[src/sv/psrg_pkg.sv]
// ----------------------------------------------------------------------------
// psrg_pkg
// Shared types and constants of the periodic stencil row generator.
// ----------------------------------------------------------------------------
package psrg_pkg;

  localparam int IDX_W         = 48;
  localparam int VAL_W         = 32;
  localparam int DIG_W         = 8;
  localparam int GRID_W        = 9;
  localparam int MAX_DIMS_DEF  = 8;
  localparam int MAX_GRID_DEF  = 256;
  localparam int MAX_EDGES_DEF = 32;
  localparam int POT_DEPTH     = 256;

  typedef enum logic [1:0] {
    ACT_GEN  = 2'd0,
    ACT_EDGE = 2'd1,
    ACT_POT  = 2'd2,
    ACT_NONE = 2'd3
  } act_e;

  typedef enum logic [1:0] {
    REG_GRID  = 2'd0,
    REG_DIMS  = 2'd1,
    REG_EDGES = 2'd2,
    REG_FACT  = 2'd3
  } reg_e;

  // table write request
  typedef struct packed {
    logic             edge_we;
    logic             pot_we;
    logic [7:0]       addr;
    logic [2:0]       first;
    logic [2:0]       second;
    logic [VAL_W-1:0] word;
  } tbl_wr_t;

endpackage

[src/sv/psrg_div.sv]
// ----------------------------------------------------------------------------
// psrg_div
// Bit-serial restoring divider: splits one mixed-radix digit off a row index.
// ----------------------------------------------------------------------------
module psrg_div
  import psrg_pkg::*;
(
  input  logic              clk_i,
  input  logic              rst_ni,
  input  logic              start_i,
  input  logic [IDX_W-1:0]  dividend_i,
  input  logic [GRID_W-1:0] divisor_i,
  output logic              done_o,
  output logic [IDX_W-1:0]  quot_o,
  output logic [GRID_W-1:0] rem_o
);

  localparam int CNT_W = $clog2(IDX_W + 1);

  logic [CNT_W-1:0]  cnt_q, cnt_d;
  logic              busy_q, busy_d;
  logic              done_q, done_d;
  logic [IDX_W-1:0]  quot_q, quot_d;
  logic [GRID_W-1:0] rem_q, rem_d;
  logic [GRID_W:0]   trial;
  logic              fits;

  assign trial = {rem_q, quot_q[IDX_W-1]};
  assign fits  = trial >= {1'b0, divisor_i};

  always_comb begin
    cnt_d  = cnt_q;
    busy_d = busy_q;
    done_d = 1'b0;
    quot_d = quot_q;
    rem_d  = rem_q;
    if (start_i) begin
      cnt_d  = '0;
      busy_d = 1'b1;
      quot_d = dividend_i;
      rem_d  = '0;
    end else if (busy_q) begin
      // shift one dividend bit in, subtract when it fits
      rem_d  = fits ? GRID_W'(trial - {1'b0, divisor_i}) : GRID_W'(trial);
      quot_d = {quot_q[IDX_W-2:0], fits};
      cnt_d  = cnt_q + CNT_W'(1);
      if (cnt_q == CNT_W'(IDX_W - 1)) begin
        busy_d = 1'b0;
        done_d = 1'b1;
      end
    end
  end

  always_ff @(posedge clk_i or negedge rst_ni) begin
    if (!rst_ni) begin
      cnt_q  <= '0;
      busy_q <= 1'b0;
      done_q <= 1'b0;
    end else begin
      cnt_q  <= cnt_d;
      busy_q <= busy_d;
      done_q <= done_d;
    end
  end

  always_ff @(posedge clk_i) begin
    quot_q <= quot_d;
    rem_q  <= rem_d;
  end

  assign done_o = done_q;
  assign quot_o = quot_q;
  assign rem_o  = rem_q;

endmodule

[config.mk]
export PLATFORM = sky130hd
export DESIGN_NAME = psrg_div
export DESIGN_NICKNAME = d
export VERILOG_FILES = /design/src/sv/psrg_pkg.sv /design/src/sv/psrg_div.sv
export SDC_FILE = /design/constraint.sdc
export NUM_CORES = 1
export LEC_CHECK = 0
export BUFFER_PORTS_ARGS = -buffer_cell sky130_fd_sc_hd__buf_2
export CAP_MARGIN = 20
export CORE_MARGIN = 4
export CORE_UTILIZATION = 50
export DETAILED_ROUTE_END_ITERATION = 8
export PLACE_DENSITY = 0.8
export SLEW_MARGIN = 25
export SYNTH_ARGS = -nofsm -noshare
export SYNTH_HDL_FRONTEND = slang
export SYNTH_SLANG_ARGS = --single-unit
export TNS_END_PERCENT = 100
[constraint.sdc]
create_clock -name clk_i -period 2.86 [get_ports clk_i]
set_input_delay 0.858 -clock clk_i [delete_from_list [all_inputs] [get_ports clk_i]]
set_output_delay 0.858 -clock clk_i [all_outputs]
set_load 0.05 [all_outputs]
==> load_flow_metrics.sql, run 1 <==
INSERT INTO impl_metrics (metric_group, metric, value, unit) VALUES
('global_routing', 'grt_overflow_total', '0', ''),
('timing', 'post-route-worst-setup-slack', '0.377', 'ns'),
('detailed_routing', 'vias_per_cell', '5.31', ''),
('setup_path', 'worst_setup_path_startpoint', 'divisor_i[0]', ''),
('clock_tree', 'cts.sinks', '65', ''),
('global_routing', 'globalRouteTotalUtil', '18.8', '%'),
('timing', 'period_minus_slack', '2.48', 'ns'),
('setup_path', 'worstSetupEndpointType', 'flip-flop', ''),
('power', 'power.density', '833', 'mW/mm²'),
('layout', 'multiInputGateArea', '0.00134', 'mm²'),
('setup_path', 'timing.critical_path.from_type', 'input port', ''),
('floorplanning', 'core.rowCount', '29', ''),
('floorplanning', 'initial_core_util', '51.5', '%'),
('clock_tree', 'cts_made_buffers', '9', ''),
('floorplanning', 'core_region_area', '0.00635', 'mm²'),
('run_status', 'status', 'finished clean', ''),
('setup_path', 'worstSetupPathType', 'input port to flip-flop', ''),
('floorplanning', 'chipWidth', '88.9', 'µm'),
('timing', 'setup_viol', '0', ''),
('setup_path', 'worstPathMaxFanout', '10', ''),
('place', 'placed_standard_cell_area', '0.00398', 'mm²'),
('yosys', 'synth_seq_area_share', '55.7', '%'),
('layout', 'most_used_cells_in_the_layout_excluding_fill_and_tap_cells', 'buf_2, mux2_2, edfxtp_1, nor2_1, inv_1', ''),
('layout', 'share_of_layout_cells_above_drive_strength_1', '51.2', '%'),
('layout', 'final_area', '0.00416', 'mm²'),
('timing', 'report.final.hold_viol_count', '0', ''),
('setup_path', 'crit_path_max_incr_delay', '0.42', 'ns'),
('layout', 'fillerInstances', '496', ''),
('global_routing', 'grt_first_pass_wirelength', '11100', 'µm'),
('floorplanning', 'die_footprint', '0.00790', 'mm²'),
('timing', 'worst_slew_pin_slew', '0.499', 'ns'),
('timing', 'clock_skew', '0.00623', 'ns'),
('power', 'power.ir.vdd_worst', '559', 'µV'),
('timing', 'tns', '0', 'ns'),
('floorplanning', 'floorplan.die.height', '88.9', 'µm'),
('setup_path', 'path_delay_family', 'compound AO/OA/AOI/OAI gates', ''),
('setup_path', 'worst-endpoint-required', '3.10', 'ns'),
('detailed_routing', 'drt-pass1-iter-count', '4', ''),
('clock_tree', 'post_cts_resize_count', '0', ''),
('power', 'post-layout-total-power', '0.00346', 'W'),
('clock_tree', 'cts.reportedPaths.clkPinSlew', '0.07', 'ns'),
('yosys', 'netlist-cell-type-count', '43', ''),
('detailed_routing', 'drtAntennaViolNets', '0', ''),
('clock_tree', 'cts-root-to-sink-buffers', '2', ''),
('place', 'gp_congestion', '0.811', ''),
('setup_path', 'worst-path-buf-inv', '3', ''),
('detailed_routing', 'total_wirelength', '7500', 'µm'),
('yosys', 'syn-mean-instance-area', '13.1', 'µm²'),
('place', 'detailedPlacementHpwl', '5650', 'µm'),
('detailed_routing', 'routed_length_per_placed_instance', '16.4', 'µm'),
('setup_path', 'cp.arrival', '2.73', 'ns'),
('detailed_routing', 'num_vias', '2422', ''),
('clock_tree', 'cts_post_setup_buffers_inserted', '0', ''),
('detailed_routing', 'detail_route.drc_violations', '0', ''),
('yosys', 'synth.yosys.warnings', '0', ''),
('layout', 'ff_latch_area', '0.00182', 'mm²'),
('layout', 'flow.area_growth_from_synthesis', '27.1', '%'),
('timing', 'max_transition_viols_final', '0', ''),
('setup_path', 'r2r_path_start', 'quot_o[47]', ''),
('yosys', 'synth.ff_latch_count', '65', ''),
('global_routing', 'grt_start_max_net_pins', '28', ''),
('setup_path', 'critical_path.slowest_cell', 'fa_1', ''),
('timing', 'period_share', '86.8', '%'),
('yosys', 'mappedNetlistNets', '320', ''),
('power', 'static-leakage-power', '1.86', 'nW'),
('clock_tree', 'cts_max_level', '3', ''),
('detailed_routing', 'drt_first_iter_violations', '88', ''),
('layout', 'layout_commonest_cell', 'buf_2', ''),
('yosys', 'netlist_instances', '249', ''),
('layout', 'antenna_diode_count', '0', ''),
('clock_tree', 'cts-hold-fix-buffers', '0', '');
==> kinds of logic (layout without fill, tap and decap cells) <==
family	after synthesis	after routing	synth area share, %
flip-flops	65	65	55.7
XOR/XNOR	8	8	2.14
multiplexers	57	57	19.3
AO/OA/AOI/OAI	32	32	7.34
AND/OR/NAND/NOR	50	50	7.72
buffers and inverters	26	156	3.33
adder cells (fa/ha/maj)	11	11	4.44
==> path summary, 6_finish.rpt <==
kind / end / slack (ns) / cells after the start
max: rem_o[4] / 0.38 / 10
min in group clk_i: rem_o[7] / 0.53 / 2
min: busy_q / 0.35 / 1
max reg2reg: rem_o[4] / 0.52 / 10
min reg2reg: rem_o[7] / 0.53 / 2
max in group asynchronous: cnt_q[3] / 2.34 / 1
==> cell usage after synthesis, drive strengths merged <==
library cell | instances | area, µm²
a21o | 2 | 16.3
a221oi | 1 | 15.0
nand4 | 2 | 12.5
nand3 | 4 | 20.0
nand2 | 8 | 30.0
dfxtp | 9 | 180
nor3b | 2 | 15.0
nor2 | 19 | 71.3
buf | 7 | 37.5
nor4b | 1 | 8.76
nand2b | 4 | 25.0
fa | 1 | 20.0
ha | 10 | 125
and2 | 1 | 6.26
a211oi | 7 | 52.6
mux2 | 50 | 563
o21a | 3 | 22.5
nand4b | 1 | 8.76
or3 | 2 | 13.8
o21ai | 4 | 20.0
xnor2 | 3 | 26.3
o211ai | 1 | 12.5
edfxtp | 48 | 1440
a311oi | 1 | 8.76
a21oi | 7 | 38.8
a211o | 2 | 17.5
o41ai | 1 | 8.76
and3 | 1 | 7.51
nand3b | 3 | 22.5
mux2i | 7 | 70.1
clkbuf | 5 | 18.8
nor2b | 1 | 6.26
dfrtp | 8 | 200
xor2 | 5 | 43.8
inv | 14 | 52.6
a311o | 1 | 10.0
nor3 | 1 | 5.00
o221ai | 2 | 17.5
==> through the flow <==
step | std cells | utilization [%] | hold slack [ns]
5_1_grt | 456 | 65.5 | 0.331
6_report | 456 | 65.5 | 0.354
3_3_place_gp | 440 | 62.7 | 0.524
3_5_place_dp | 440 | 62.7 | 0.522
4_1_cts | 456 | 65.5 | 0.344
2_1_floorplan | 249 | - | 0.513
==> per-layer routing <==
layer | global-route usage [%] | share of wire, % | vias to the layer above
met5 | 0 | 0 | -
met2 | 32.5 | 53 | 83
met3 | 7.65 | 6.8 | 11
met1 | 21.7 | 38 | 1154
li1 | - | - | 1174
met4 | 5.08 | 1.7 | 0
==> power by group <==
group | internal [W] | switching, W
Combinational | 0.000515 | 0.000950
Sequential | 0.00117 | 0.000111
Clock | 0.000393 | 0.000323
==> state kept, by name, summed over array words and instances (netlist names) <==
register,count
cnt_q,6
quot_o,48
busy_q,1
rem_o,9
done_o,1
==> cell type report <==
class / instances / area share (%)
clock buffers: 11 / 3.16
clock inverters: 5 / 1.11
inverters: 14 / 1.35
multi-input cells: 158 / 32.3
flip-flops and latches: 65 / 43.8
well taps: 77 / 2.32
repair buffers: 126 / 16.0
No activity file was read; power rests on OpenSTA's default activity.
==> run 2, diff against run 1 <==
--- a/config.mk
+++ b/config.mk
@@ -7,10 +7,12 @@
 export LEC_CHECK = 0
 export BUFFER_PORTS_ARGS = -buffer_cell sky130_fd_sc_hd__buf_2
 export CAP_MARGIN = 20
+export CELL_PAD_IN_SITES_DETAIL_PLACEMENT = 1
+export CELL_PAD_IN_SITES_GLOBAL_PLACEMENT = 1
 export CORE_MARGIN = 4
-export CORE_UTILIZATION = 50
+export CORE_UTILIZATION = 39
 export DETAILED_ROUTE_END_ITERATION = 8
-export PLACE_DENSITY = 0.8
+export PLACE_DENSITY_LB_ADDON = 0.1
 export SLEW_MARGIN = 25
 export SYNTH_ARGS = -nofsm -noshare
 export SYNTH_HDL_FRONTEND = slang
==> run 2 against run 1 <==
Hold slack got worse by 0.0072 ns. First-iteration DRC count decreased by 41%. Critical endpoint is now rem_o[3]. Via count increased by 0.62%.
==> load_flow_metrics.sql, run 2 (synthesized netlist as in run 1, its figures left out) <==
INSERT INTO impl_metrics (metric_group, metric, value, unit) VALUES
('setup_path', 'critical_path.endpoint', 'rem_o[3]', ''),
('layout', 'largest_register_ffs', '48', ''),
('detailed_routing', 'routed_length_per_placed_instance', '16.3', 'µm'),
('detailed_routing', 'total_wirelength', '7870', 'µm'),
('place', 'place.port_buffers', '117', ''),
('layout', 'final_area', '0.00426', 'mm²'),
('timing', 'slew_headroom', '60.3', '%'),
('clock_tree', 'cts_max_level', '3', ''),
('layout', 'flow.area_growth_from_synthesis', '30.1', '%'),
('floorplanning', 'chipWidth', '99.6', 'µm'),
('global_routing', 'grt_first_pass_wirelength', '12700', 'µm'),
('clock_tree', 'cts-root-to-sink-buffers', '2', ''),
('detailed_routing', 'drt-pass1-iter-count', '4', ''),
('global_routing', 'grt_start_max_net_pins', '68', ''),
('timing', 'final.hold.worst_slack', '0.347', 'ns'),
('setup_path', 'worstPathMaxFanout', '12', ''),
('setup_path', 'worstSetupEndpointType', 'flip-flop', ''),
('timing', 'max_transition_viols_final', '0', ''),
('global_routing', 'first_global_vias', '2631', ''),
('timing', 'clock_skew', '0.0141', 'ns'),
('flow_run', 'timing.max_cap.violations', '0', ''),
('place', 'dpl_worst_slack', '-0.0606', 'ns'),
('power', 'power.ir.vdd_worst', '340', 'µV'),
('detailed_routing', 'drtAntennaViolNets', '0', ''),
('place', 'placed_standard_cell_area', '0.00401', 'mm²'),
('power', 'power.density', '872', 'mW/mm²'),
('floorplanning', 'io_pins', '118', ''),
('detailed_routing', 'vias_per_cell', '5.06', ''),
('timing', 'worst_slew_pin_slew', '0.594', 'ns'),
('timing', 'report.final.hold_viol_count', '0', ''),
('run_status', 'status', 'finished clean', ''),
('layout', 'utilization', '52.1', '%'),
('setup_path', 'cp.arrival', '2.78', 'ns'),
('floorplanning', 'initial_core_util', '40.0', '%'),
('layout', 'antenna_diode_count', '0', ''),
('setup_path', 'reg2reg_slack', '0.45', 'ns'),
('timing', 'post-route-worst-setup-slack', '0.331', 'ns'),
('floorplanning', 'die_footprint', '0.00992', 'mm²'),
('layout', 'layout_commonest_cell', 'buf_2', ''),
('floorplanning', 'core.rowCount', '33', ''),
('power', 'power.share.clock', '25.7', '%'),
('timing', 'setup_repair_after_global_routing_missed_its_margin', 'no', ''),
('power', 'pwr-share-seq', '34.4', '%'),
('floorplanning', 'floorplan.die.height', '99.6', 'µm'),
('power', 'static-leakage-power', '1.88', 'nW'),
('min_path', 'worst_hold_path_type', 'input port to asynchronous set/reset pin', ''),
('timing', 'setup_viol', '0', ''),
('timing', 'period_minus_slack', '2.53', 'ns'),
('timing', 'maxClockFrequency', '395', 'MHz'),
('layout', 'share_of_layout_cells_above_drive_strength_1', '52.0', '%'),
('setup_path', 'timing.reg2reg.worst_path_depth', '10', ''),
('clock_tree', 'cts_post_setup_buffers_inserted', '0', ''),
('detailed_routing', 'num_vias', '2437', ''),
('global_routing', 'grt_antenna_before_repair', '1', ''),
('global_routing', 'globalRouteTotalUtil', '16.4', '%'),
('detailed_routing', 'drt_first_iter_violations', '52', ''),
('clock_tree', 'cts-hold-fix-buffers', '0', ''),
('clock_tree', 'root_buffer_master', 'clkbuf_8', ''),
('power', 'switchingPower', '0.00143', 'W'),
('layout', 'final_nets', '443', ''),
('timing', 'period_share', '88.4', '%'),
('setup_path', 'worst-endpoint-required', '3.11', 'ns'),
('clock_tree', 'clk_lat_worst_skew', '0.34', 'ns'),
('setup_path', 'r2r_path_start', 'quot_o[47]', ''),
('power', 'internal_power', '0.00228', 'W'),
('detailed_routing', 'detail_route.drc_violations', '0', ''),
('setup_path', 'worst_setup_path_startpoint', 'divisor_i[0]', ''),
('setup_path', 'worstSetupPathType', 'input port to flip-flop', ''),
('place', 'gp_congestion', '0.741', ''),
('layout', 'fillerInstances', '880', ''),
('power', 'power.switching_fraction', '38.6', '%'),
('clock_tree', 'cts.reportedPaths.clkPinSlew', '0.08', 'ns'),
('layout', 'most_used_cells_in_the_layout_excluding_fill_and_tap_cells', 'buf_2, mux2_2, edfxtp_1, nor2_1, inv_1', ''),
('clock_tree', 'clock_tree_from_tritoncts', 'done', ''),
('clock_tree', 'post_cts_resize_count', '0', ''),
('setup_path', 'timing.critical_path.from_type', 'input port', ''),
('power', 'power.share.combinational', '39.9', '%'),
('clock_tree', 'cts.sinks', '65', ''),
('floorplanning', 'core_region_area', '0.00818', 'mm²'),
('global_routing', 'grt_overflow_total', '0', ''),
('clock_tree', 'cts_made_buffers', '9', ''),
('power', 'post-layout-total-power', '0.00371', 'W'),
('setup_path', 'r2r_end', 'rem_o[3]', ''),
('place', 'detailedPlacementHpwl', '5730', 'µm');
run 2: cell types whose count changed in the layout (fill, tap and decap cells not counted):
| cell | change |
|---|---|
| clkinv_2 | -1 |
| clkbuf_1 | -1 |
| clkinvlp_4 | +1 |
| bufinv_16 | +2 |
| buf_4 | -3 |
| clkinv_4 | +1 |
| clkinv_1 | -3 |
| buf_12 | +1 |
| inv_6 | +1 |
run 2: power by group through the flow:
stage / Combinational (W) / Clock (W) / Sequential [W]
6_report: 0.00148 / 0.000954 / 0.00128
5_1_grt: 0.00160 / 0.00103 / 0.00130
4_1_cts: 0.00150 / 0.000985 / 0.00128
3_5_place_dp: 0.00149 / 0 / 0.00130
3_3_place_gp: 0.00147 / 0 / 0.00130
2_1_floorplan: 0.000662 / 0 / 0.00176
run 2: layout make-up:
| type | instances | area [µm²] | area share [%] |
|---|---|---|---|
| clock inverter | 6 | 115 | 2.70 |
| timing repair buffer | 124 | 663 | 15.6 |
| sequential | 65 | 1820 | 42.8 |
| tap | 105 | 131 | 3.09 |
| clock buffer | 10 | 128 | 3.00 |
| inverter | 14 | 56.3 | 1.32 |
| multi-input combinational | 158 | 1340 | 31.5 |
run 2: critical path: stages:
cell and delay, ns:
buf_2 0.08, ha_1 0.15, inv_1 0.05, fa_1 0.42, a21oi_1 0.17, a211o_1 0.15
o211ai_2 0.27, buf_4 0.26, mux2i_1 0.11, a211oi_1 0.25
run 2: how the worst min path moves through the flow:
stage | slack (ns) | end | cells past startpoint
final | 0.35 | cnt_q[5] | 1
after floorplan | 0.51 | cnt_q[1] | 2
after detailed placement | 0.53 | rem_o[4] | 2
after global routing | 0.34 | cnt_q[5] | 1
after global placement | 0.51 | rem_o[3] | 2
after CTS | 0.33 | cnt_q[5] | 1
run 2: layer usage:
metal | wire length (µm) | GRT usage [%] | vias to the layer above
met5 | 12 | 0 | -
met4 | 152 | 7.98 | 2
met3 | 494 | 4.56 | 14
met2 | 3920 | 27.0 | 78
met1 | 3280 | 19.7 | 1169
li1 | - | - | 1174
run 2: per-stage QoR:
| stage | cells | setup TNS (ns) |
|---|---|---|
| after floorplan | 249 | 0 |
| after global placement | 466 | 0 |
| final | 482 | 0 |
| after global routing | 482 | 0 |
| after detailed placement | 466 | -0.161 |
| after CTS | 482 | 0 |
